`config.mk`:
```
export PLATFORM = sky130hd
export DESIGN_NAME = congestion_window_and_rto_control
export DESIGN_NICKNAME = d
export VERILOG_FILES = /design/src/rtl/core/cwrto_pkg.sv /design/src/rtl/core/congestion_window_and_rto_control.sv
export VERILOG_INCLUDE_DIRS = /design/src /design/src/rtl/core
export SDC_FILE = /design/constraint.sdc
export NUM_CORES = 2
export LEC_CHECK = 0
export BUFFER_PORTS_ARGS = -buffer_cell sky130_fd_sc_hd__buf_4
export CAP_MARGIN = 25
export CORE_ASPECT_RATIO = 1.2
export CORE_UTILIZATION = 35
export DETAILED_ROUTE_END_ITERATION = 6
export GPL_ROUTABILITY_DRIVEN = 0
export SLEW_MARGIN = 20
export SYNTH_ARGS = -nofsm -noshare
export SYNTH_HDL_FRONTEND = slang
export SYNTH_SLANG_ARGS = --single-unit
```
`constraint.sdc`:
```
create_clock -name clk -period 22.3 [get_ports clk]
set_input_delay 1.115 -clock clk [delete_from_list [all_inputs] [get_ports clk]]
set_output_delay 1.115 -clock clk [all_outputs]
set_load 0.02 [all_outputs]
```
`src/rtl/core/congestion_window_and_rto_control_assert.svh`:
```
// Assertion macros shared by the congestion window and timeout controller.
`ifndef CONGESTION_WINDOW_AND_RTO_CONTROL_ASSERT_SVH
`define CONGESTION_WINDOW_AND_RTO_CONTROL_ASSERT_SVH

// check a condition at every clock edge outside reset
`define CWRTO_ASSERT(label, cond, msg) \
  label: assert property (@(posedge clk) disable iff (rst) (cond)) else $error(msg);

// check that a condition on one edge implies another on the next edge
`define CWRTO_ASSERT_NEXT(label, ante, cons, msg) \
  label: assert property (@(posedge clk) disable iff (rst) (ante) |=> (cons)) else $error(msg);

`endif

```
`src/rtl/core/cwrto_pkg.sv`:
```
// Package with request and result types and constants of the congestion controller.
`timescale 1ns / 1ps
`default_nettype none

package cwrto_pkg;

  localparam int WIN_W     = 7;
  localparam int TIME_W    = 32;
  localparam int SEQ_W     = 32;
  localparam int SIZE_W    = 16;
  localparam int RETX_W    = 16;
  localparam int CFG_IDX_W = 1;
  localparam int CFG_DATA_W = 32;

  localparam logic [WIN_W-1:0]  WINDOW_MAX        = 7'd64;
  localparam logic [WIN_W-1:0]  THRESHOLD_RESET   = 7'd64;
  localparam logic [TIME_W-1:0] TIMEOUT_RESET     = 32'd1000000;

  localparam logic [1:0] OP_ACK     = 2'd0;
  localparam logic [1:0] OP_RTT     = 2'd1;
  localparam logic [1:0] OP_TIMEOUT = 2'd2;

  localparam logic [CFG_IDX_W-1:0] CFG_INITIAL_TIMEOUT   = 1'd0;
  localparam logic [CFG_IDX_W-1:0] CFG_INITIAL_THRESHOLD = 1'd1;

  typedef struct packed {
    logic [1:0]        opcode;
    logic [SEQ_W-1:0]  seq_start;
    logic [SIZE_W-1:0] payload_size;
    logic [SEQ_W-1:0]  ack_number;
    logic [TIME_W-1:0] elapsed_us;
    logic [RETX_W-1:0] retx_count;
    logic [RETX_W-1:0] ack_retx_count;
  } req_t;

  typedef struct packed {
    logic [WIN_W-1:0]  window_now;
    logic [WIN_W-1:0]  threshold_now;
    logic [TIME_W-1:0] timeout_now;
    logic              retransmit;
    logic              ack_mismatch;
  } rsp_t;

endpackage

`default_nettype wire

```
`src/rtl/core/congestion_window_and_rto_control.sv`:
```
// Congestion window and retransmission timeout controller, top level.
// A request is captured in the request register and its result in the result register; a stalled
// output holds both. Throughput: one request per cycle while the output is not stalled; the state
// update through the rtt multiply-add is combinational between the request and result registers.
// Reset: window 1, threshold 64, timeout 1000000 us, estimate and deviation 0,
// request and result registers empty.
`timescale 1ns / 1ps
`default_nettype none
`include "congestion_window_and_rto_control_assert.svh"

module congestion_window_and_rto_control (
  input  wire logic                                clk,
  input  wire logic                                rst,
  input  wire logic                                in_valid,
  output logic                                     in_ready,
  input  wire cwrto_pkg::req_t                     in_data,
  output logic                                     out_valid,
  input  wire logic                                out_ready,
  output cwrto_pkg::rsp_t                          out_data,
  input  wire logic                                cfg_we,
  input  wire logic [cwrto_pkg::CFG_IDX_W-1:0]     cfg_index,
  input  wire logic [cwrto_pkg::CFG_DATA_W-1:0]    cfg_data
);

  logic                             req_valid;
  cwrto_pkg::req_t                  req;
  logic                             advance;

  logic [cwrto_pkg::WIN_W-1:0]      window_size, window_size_next;
  logic [cwrto_pkg::WIN_W-1:0]      threshold, threshold_next;
  logic [cwrto_pkg::WIN_W-1:0]      ack_count, ack_count_next;
  logic [cwrto_pkg::TIME_W-1:0]     rtt_estimate, rtt_estimate_next;
  logic [cwrto_pkg::TIME_W-1:0]     rtt_deviation, rtt_deviation_next;
  logic [cwrto_pkg::TIME_W-1:0]     retx_timeout, retx_timeout_next;
  logic                             retransmit_next, mismatch_next;

  logic [cwrto_pkg::WIN_W-1:0]      ack_count_inc;
  logic [cwrto_pkg::SEQ_W-1:0]      seq_end;
  logic [cwrto_pkg::RETX_W-1:0]     retx_diff;
  logic [47:0]                      product;
  logic [48:0]                      sample_sum;
  logic [31:0]                      sample;
  logic [34:0]                      est_x7;
  logic [32:0]                      est_sum;
  logic [31:0]                      est_new;
  logic [32:0]                      gap_wide;
  logic [31:0]                      gap;
  logic [33:0]                      dev_x3;
  logic [32:0]                      dev_sum;
  logic [31:0]                      dev_new;
  logic [34:0]                      tmo_sum;
  logic [31:0]                      tmo_new;

  assign advance  = req_valid && (!out_valid || out_ready);
  assign in_ready = !req_valid || advance;

  // rtt sample and smoothing
  assign seq_end    = req.seq_start + {16'd0, req.payload_size};
  assign retx_diff  = (req.retx_count > req.ack_retx_count) ?
                      (req.retx_count - req.ack_retx_count) : '0;
  assign product    = retx_diff * retx_timeout;
  assign sample_sum = {17'd0, req.elapsed_us} + {1'b0, product};
  assign sample     = (|sample_sum[48:32]) ? '1 : sample_sum[31:0];

  assign est_x7  = {rtt_estimate, 3'b000} - {3'b000, rtt_estimate};
  assign est_sum = {1'b0, est_x7[34:3]} + {4'd0, sample[31:3]};
  assign est_new = est_sum[32] ? '1 : est_sum[31:0];

  assign gap_wide = ({1'b0, sample} >= est_sum) ? ({1'b0, sample} - est_sum)
                                                : (est_sum - {1'b0, sample});
  assign gap      = gap_wide[31:0];

  assign dev_x3  = {1'b0, rtt_deviation, 1'b0} + {2'b00, rtt_deviation};
  assign dev_sum = {1'b0, dev_x3[33:2]} + {3'd0, gap[31:2]};
  assign dev_new = dev_sum[32] ? '1 : dev_sum[31:0];

  assign tmo_sum = {3'd0, est_new} + {1'b0, dev_new, 2'b00};
  assign tmo_new = (|tmo_sum[34:32]) ? '1 : tmo_sum[31:0];

  assign ack_count_inc = ack_count + 7'd1;

  always_comb begin
    window_size_next   = window_size;
    threshold_next     = threshold;
    ack_count_next     = ack_count;
    rtt_estimate_next  = rtt_estimate;
    rtt_deviation_next = rtt_deviation;
    retx_timeout_next  = retx_timeout;
    retransmit_next    = 1'b0;
    mismatch_next      = 1'b0;
    case (req.opcode)
      cwrto_pkg::OP_ACK: begin
        if (window_size < cwrto_pkg::WINDOW_MAX) begin
          if (window_size < threshold) begin
            window_size_next = window_size + 7'd1;
          end else if (ack_count_inc >= window_size) begin
            window_size_next = window_size + 7'd1;
            ack_count_next   = '0;
          end else begin
            ack_count_next = ack_count_inc;
          end
        end
      end
      cwrto_pkg::OP_RTT: begin
        if (seq_end != req.ack_number) begin
          mismatch_next = 1'b1;
        end else begin
          rtt_estimate_next  = est_new;
          rtt_deviation_next = dev_new;
          retx_timeout_next  = tmo_new;
        end
      end
      cwrto_pkg::OP_TIMEOUT: begin
        if (req.elapsed_us >= retx_timeout) begin
          retransmit_next  = 1'b1;
          threshold_next   = (window_size <= 7'd1) ? 7'd1 : {1'b0, window_size[6:1]};
          window_size_next = 7'd1;
          ack_count_next   = '0;
        end
      end
      default: begin
      end
    endcase
  end

  always_ff @(posedge clk) begin
    if (rst) begin
      req_valid     <= 1'b0;
      out_valid     <= 1'b0;
      window_size   <= 7'd1;
      threshold     <= cwrto_pkg::THRESHOLD_RESET;
      ack_count     <= '0;
      rtt_estimate  <= '0;
      rtt_deviation <= '0;
      retx_timeout  <= cwrto_pkg::TIMEOUT_RESET;
    end else begin
      if (in_ready) begin
        req_valid <= in_valid;
      end
      if (advance) begin
        out_valid <= 1'b1;
      end else if (out_ready) begin
        out_valid <= 1'b0;
      end
      if (advance) begin
        window_size   <= window_size_next;
        threshold     <= threshold_next;
        ack_count     <= ack_count_next;
        rtt_estimate  <= rtt_estimate_next;
        rtt_deviation <= rtt_deviation_next;
        retx_timeout  <= retx_timeout_next;
      end else if (cfg_we) begin
        case (cfg_index)
          cwrto_pkg::CFG_INITIAL_TIMEOUT:   retx_timeout <= cfg_data;
          cwrto_pkg::CFG_INITIAL_THRESHOLD: threshold    <= cfg_data[6:0];
          default: begin
          end
        endcase
      end
    end
  end

  // hold payloads until they move on
  always_ff @(posedge clk) begin
    if (in_valid && in_ready) begin
      req <= in_data;
    end
    if (advance) begin
      out_data.window_now    <= window_size_next;
      out_data.threshold_now <= threshold_next;
      out_data.timeout_now   <= retx_timeout_next;
      out_data.retransmit    <= retransmit_next;
      out_data.ack_mismatch  <= mismatch_next;
    end
  end

  `CWRTO_ASSERT(a_count_below_window, ack_count < window_size,
    "avoidance ack count reached the window")
  `CWRTO_ASSERT(a_window_range,
    (window_size >= 7'd1) && (window_size <= cwrto_pkg::WINDOW_MAX),
    "window outside its range")
  `CWRTO_ASSERT(a_flags_exclusive,
    !(out_valid && out_data.retransmit && out_data.ack_mismatch),
    "retransmit and mismatch in one result")
  `CWRTO_ASSERT(a_retransmit_collapses,
    !(out_valid && out_data.retransmit) || (out_data.window_now == 7'd1),
    "retransmit without window collapse")
  `CWRTO_ASSERT_NEXT(a_state_holds, !advance && !cfg_we,
    $stable(window_size) && $stable(retx_timeout) && $stable(threshold),
    "state changed without a request or write")
  `CWRTO_ASSERT_NEXT(a_stall_keeps_request, req_valid && out_valid && !out_ready,
    req_valid, "request dropped while result stalled")

endmodule

`default_nettype wire

```
## Yosys cells after proc, flatten, opt, wreduce, memory -nomap -nowiden

Index checks and enable logic that the tools add are counted.

- Bits in registers: 313
- Input bits: 184

- Add/subtract/negate cells: 12
- $mul: 1
- $lt $le $gt $ge: 7
- Equal/unequal tests: 7
- Mux-type cells: 31
- Bitwise logic cells: 1
- Reduce and logical (&&, ||, !) cells: 17

Operator list:

| kind | number |
|---|---|
| $mux W32 | 10 |
| $mux W7 | 13 |
| $sub A32 B32 Y32 | 2 |
| $add A32 B48 Y49 | 1 |
| $mul A16 B32 Y48 | 1 |
| $add A32 B34 Y35 | 1 |
| $sub A35 B32 Y35 | 1 |
| $add A33 B32 Y34 | 1 |
| $add A32 B29 Y33 | 1 |
| $add A32 B30 Y33 | 1 |
| $ge A32 B33 Y1 | 1 |
| $add A32 B16 Y32 | 1 |
| $ge A32 B32 Y1 | 1 |
| $ne A32 B32 Y1 | 1 |
| $pmux W7 S2 | 2 |
| $reduce_or A17 Y1 | 1 |
| $gt A16 B16 Y1 | 1 |
| $mux W16 | 1 |
| $sub A16 B16 Y16 | 1 |
| $add A7 B1 Y7 const B | 2 |
| $reduce_bool A2 Y1 | 4 |
| $ge A7 B7 Y1 | 1 |
| $le A7 B1 Y1 const B | 1 |
| $lt A7 B7 Y1 | 1 |
| 16 further kinds | 25 |

## Depth between registers and ports, before layout

- Depth in word-level cells: 17
- Depth in mapped cells: 123

## Least setup slack after synthesis

Ideal clock, no wire load.

- Kind: reg2reg
- From: register req[1] (netlist bit)
- To: register out_data[11] (netlist bit) (data pin)
- Setup time: 260 ps
- Data arrival time: 23249 ps
- Setup slack: -1208 ps
- Stages on the path, launching flop included: 115
- Path buffers: 11
- Clock period less this slack: 23508 ps
- Cells stage by stage: edfxtp_1 inv_1 ha_1 nor2b_1 o21ai_0 nand2b_1 a21o_1 a21o_1 a21oi_1 o21ai_0 a21o_1 a21o_1 a21o_1 a21o_1 a21oi_1 o21bai_1 a21o_1 a21oi_1 [79 not listed] a21oi_1 o21ai_0 a21oi_1 o21ai_0 a21oi_1 nor2b_1 o21ai_0 a21oi_1 a211oi_1 o21bai_1 a31oi_1 o21a_1 o311ai_0 or4_1 a21boi_1 clkbuf_1 nand2_1 mux2_2

- Longest elaborated chain between the ends: 16
- Elaborated cells between the ends (all ways): 20
- Those cells by class: 7 x add/sub; 1 x mul; 2 x order compare; 8 x mux; 2 x reduce/logical

RTL lines:

| item | line | RTL |
|---|---|---|
| start, declared | congestion_window_and_rto_control.sv:26 | `cwrto_pkg::req_t req;` |
| start signal, assigned | congestion_window_and_rto_control.sv:166 | `req <= in_data;` |
| $sub A16 B16 Y16 or $gt A16 B16 Y1 (tied branches) | congestion_window_and_rto_control.sv:60, congestion_window_and_rto_control.sv:59 |  |
| $mux W16 * | congestion_window_and_rto_control.sv:59 | `assign retx_diff = (req.retx_count > req.ack_retx_count) ?` |
| $mul A16 B32 Y48 * | congestion_window_and_rto_control.sv:61 | `assign product = retx_diff * retx_timeout;` |
| $add A32 B48 Y49 * | congestion_window_and_rto_control.sv:62 | `assign sample_sum = {17'd0, req.elapsed_us} + {1'b0, product};` |
| $reduce_or A17 Y1 | congestion_window_and_rto_control.sv:63 | `assign sample = (\|sample_sum[48:32]) ? '1 : sample_sum[31:0];` |
| $mux W32 * | congestion_window_and_rto_control.sv:63 |  |
| $add A32 B29 Y33 | congestion_window_and_rto_control.sv:66 | `assign est_sum = {1'b0, est_x7[34:3]} + {4'd0, sample[31:3]};` |
| $sub A32 B32 Y32 (tied with other cells) | congestion_window_and_rto_control.sv:70 | `: (est_sum - {1'b0, sample});` |
| [2 not listed] | - |  |
| $mux W32 * | congestion_window_and_rto_control.sv:75 | `assign dev_new = dev_sum[32] ? '1 : dev_sum[31:0];` |
| named net dev_new[2] | congestion_window_and_rto_control.sv:50 | `logic [31:0] dev_new;` |
| $add A32 B34 Y35 * | congestion_window_and_rto_control.sv:77 | `assign tmo_sum = {3'd0, est_new} + {1'b0, dev_new, 2'b00};` |
| $reduce_or A3 Y1 | congestion_window_and_rto_control.sv:78 | `assign tmo_new = (\|tmo_sum[34:32]) ? '1 : tmo_sum[31:0];` |
| $mux W32 * | congestion_window_and_rto_control.sv:78 |  |
| $mux W32 * | congestion_window_and_rto_control.sv:105 | `if (seq_end != req.ack_number) begin` |
| $mux W32 * | congestion_window_and_rto_control.sv:91 | `case (req.opcode)` |
| named net retx_timeout_next (one bit) | congestion_window_and_rto_control.sv:34 | `logic [cwrto_pkg::TIME_W-1:0] retx_timeout, retx_timeout_next;` |
| end, declared | congestion_window_and_rto_control.sv:19 | `output cwrto_pkg::rsp_t out_data,` |

Mark *: on every way through the listed nets, which the timed path passes. The rest lies on a longest branch.
A chain may end at the register's enable or synchronous reset.

## Worst setup path in the final report

- From: register req[1] (netlist bit)
- To: register retx_timeout[26] (netlist bit)

- Longest elaborated chain between the ends: 17
- Elaborated cells between the ends (all ways): 21
- Those cells by class: 7 x add/sub; 1 x mul; 2 x order compare; 9 x mux; 2 x reduce/logical

RTL lines:

| item | line | RTL |
|---|---|---|
| $sub A16 B16 Y16 or $gt A16 B16 Y1 (tied branches) | congestion_window_and_rto_control.sv:60, congestion_window_and_rto_control.sv:59 |  |
| $mux W16 * | congestion_window_and_rto_control.sv:59 |  |
| $mul A16 B32 Y48 * | congestion_window_and_rto_control.sv:61 |  |
| $add A32 B48 Y49 * | congestion_window_and_rto_control.sv:62 |  |
| $reduce_or A17 Y1 | congestion_window_and_rto_control.sv:63 |  |
| $mux W32 * | congestion_window_and_rto_control.sv:63 |  |
| $add A32 B29 Y33 | congestion_window_and_rto_control.sv:66 |  |
| $sub A32 B32 Y32 (tied with other cells) | congestion_window_and_rto_control.sv:70 |  |
| [3 not listed] | - |  |
| named net dev_new[2] | congestion_window_and_rto_control.sv:50 |  |
| $add A32 B34 Y35 * | congestion_window_and_rto_control.sv:77 |  |
| $reduce_or A3 Y1 | congestion_window_and_rto_control.sv:78 |  |
| $mux W32 * | congestion_window_and_rto_control.sv:78 |  |
| $mux W32 * | congestion_window_and_rto_control.sv:105 |  |
| $mux W32 * | congestion_window_and_rto_control.sv:91 |  |
| named net retx_timeout_next (one bit) | congestion_window_and_rto_control.sv:34 |  |
| $mux W32 * | congestion_window_and_rto_control.sv:145 | `if (advance) begin` |
| end signal, assigned | congestion_window_and_rto_control.sv:135 | `retx_timeout <= cwrto_pkg::TIMEOUT_RESET;` |
| end signal, assigned | congestion_window_and_rto_control.sv:151 | `retx_timeout <= retx_timeout_next;` |
| end signal, assigned | congestion_window_and_rto_control.sv:154 | `cwrto_pkg::CFG_INITIAL_TIMEOUT: retx_timeout <= cfg_data;` |
| end, declared | congestion_window_and_rto_control.sv:34 |  |

Marked as above.

==> results by group <==
Layout
  – FILL cells: 12500
  – Share of cells above drive strength 1: 14.9%
  – Sequential cell area: 8210 um^2
  – Util after Layout: 41.2%
  – Antenna cells: 0
  – Area of the multi-input gates: 32700 um^2
  – Post-layout net count: 6618
  – Area grow syn2layout: 16.8%

GRT
  – Largest net degree at the start of global routing: 67
  – GRT Util Overall: 23.5%
  – First-pass GRT wire length: 231000 um
  – Initial antenna violation count: 1
  – Vias in the first global route: 39200
  – GRT overflow: 0

CTS
  – CTS Buffer Depth: 3
  – Clock Tree Root: clkbuf_16
  – Clock sink total: 313
  – H-tree levels: 2
  – TritonCTS Buffers: 35
  – Reg clk slew, reported paths: 0.07 ns
  – CTS tree: yes
  – Hold buffer count at CTS: 0
  – Clock insertion delay at the later pin of the skew report: 0.60 ns

Routing
  – DR iter-0 viols: 2839
  – Drc violations: 0
  – WL final: 153000 um
  – Vias/cell: 5.46
  – Drt wl/cell: 21.1 um
  – Pre-antenna DRT Iters: 6
  – Via count: 39600
  – Antenna Nets Post-Route: 0

Floorplanning
  – Die width: 325 um
  – Die height: 390 um
  – Row cnt: 142
  – Core ar.: 125000 um^2
  – Die area: 127000 um^2
  – Num ports: 234
  – Initial Util: 35.2%

STA
  – Tcrit/Tclk final: 96.3%
  – Final-report hold violation count: 0
  – Worst-margin pin slew: 0.992 ns
  – Post-route minimum period: 21.48 ns
  – Final hold slack: 0.463 ns
  – Final worst setup slack: 0.824 ns
  – Relative slew margins: 33.7%
  – Endpoints failing setup: 0
  – Clock Skew: 0.0296 ns
  – Setup_tns: 0 ns
  – Max Fclk: 46.6 MHz
  – Slew Limit Fails: 0

Critical path
  – Stages on the worst setup path: 103
  – Cell mode on critical path: a21o_1
  – Crit path DAT: 21.96 ns
  – Critical Path Max Stage Delay: 0.59 ns
  – CP required: 22.79 ns
  – WS Path Type: flip-flop to flip-flop
  – Crit start category: flip-flop
  – Critical path fanouts, max: 14
  – CP delay by family, top: compound AO/OA/AOI/OAI gates
  – Crit. End Element: flip-flop
  – Reg2reg path depth: 103
  – CP Buf/Inv Count: 11
  – CP max-delay cell: fa_1

Placement
  – Pre-CTS WS: -0.619 ns
  – Hpwl dp: 126000 um
  – Port Buf Inserts: 233

Yosys
  – Most numerous cell in the Yosys netlist: inv_1
  – Synth cell count leaders: inv_1 (788), nand2_1 (674), fa_1 (457), ha_1 (405), a21oi_1 (365)
  – Synthesized flop and latch total: 313
  – Post-synth top area share: 20.8%
  – Post-synth net total: 6307
  – Mapped Avg Cell Area: 8.35 um^2
  – Synthesis Warnings: 0
  – Distinct cells, synth: 101
  – Synth area leaders: fa_1 (21%), edfxtp_1 (13%), ha_1 (12%)
  – Ys async rst share: 0%
  – Cells after Synth: 5261
  – Number of synthesized flops with an enable pin: 194
  – Seq/Total Area, Yosys: 18.7%
  – Synth area leader: fa_1
  – Top FF cell, synth: edfxtp_1
  – Mapped Area: 43900 um^2

Hold path
  – Hold WC Path Type: flip-flop to flip-flop
  – WHS Path Cells: 2

Run status
  – Status: finished clean

Job
  – Max-cap viol count: 0
==> worst register-to-register path, delay by kind of cell, from the launching register on <==
kind / cells / cell delay [ns]
DFF: 1 / 0.38
adders and majority gates: 12 / 4.71
buffers and inverters: 11 / 1.38
and+or+nand+nor: 25 / 5.24
AOI/OAI and AO/OA: 51 / 8.84
muxes: 1 / 0.20
xor gates and xnor gates: 3 / 0.65
==> final timing paths <==
path                                         end             start  slack (ns)
worst max-delay path            retx_timeout[26]            req[1]        0.82
worst min-delay path            rtt_deviation[0]  rtt_deviation[0]        0.46
worst max register to register  retx_timeout[26]            req[1]        0.82
worst min register to register  rtt_deviation[0]  rtt_deviation[0]        0.46
==> layout by cell type (no fill, tap or decap), drive strengths merged, types with 42 or more instances in the layout <==
| cell | n |
|---|---|
| o21bai | 54 |
| inv | 793 |
| a21oi | 365 |
| nand3 | 64 |
| nand2b | 50 |
| clkbuf | 42 |
| nor2 | 264 |
| buf | 504 |
| nand4 | 49 |
| xnor2 | 181 |
| edfxtp | 194 |
| o21ai | 188 |
| xor2 | 82 |
| nand2 | 674 |
| nor3 | 321 |
| o21a | 59 |
| fa | 457 |
| dfxtp | 119 |
| a21o | 136 |
| ha | 405 |
==> registers in the layout (all words and copies together) (netlist names), 7 cells and up <==
| name | flops |
|---|---|
| req | 146 |
| out_data | 48 |
| retx_timeout | 32 |
| rtt_deviation | 32 |
| rtt_estimate | 32 |
| ack_count | 7 |
| threshold | 7 |
| window_size | 7 |
==> kinds of logic after synthesis <==
logic type	synth area share, %
and+or+nand+nor	17.8
AOI/OAI and AO/OA	15.9
buffers and inverters	8.97
adders and majority gates	32.5
DFF	18.7
xor gates and xnor gates	5.29
muxes	0.871
==> per-layer routing <==
metal / part of all wire (%) / global-route usage (%)
met1: 39 / 27.9
met2: 48 / 40.4
met3: 7.2 / 3.81
met4: 6.4 / 12.6
met5: 0.0085 / 0
==> final cells by class <==
class	instances	share of cell area (%)
multi-input combinational	3911	63.8
sequential	313	16.0
timing repair buffer	509	8.01
inverter	802	5.87
tap	1656	4.04
clock buffer	38	1.77
clock inverter	25	0.551
==> stage by stage <==
| step | cells | cell area [um^2] |
|---|---|---|
| global route | 7254 | 51300 |
| floorplan | 5261 | 44000 |
| CTS | 7210 | 50200 |
| finish | 7254 | 51300 |
| global placement | 7139 | 48800 |
| detailed placement | 7140 | 48800 |
==> timing repair <==
item                       in CTS  in global routing
setup endpoints to repair      64                 64
pin swaps                       8                 88
resized for setup              27                175
setup buffers                   6                 39
cloned                          1                  5
Power is not shown: default switching activity piles up to over one toggle a cycle in this logic, so the estimate is an artifact.
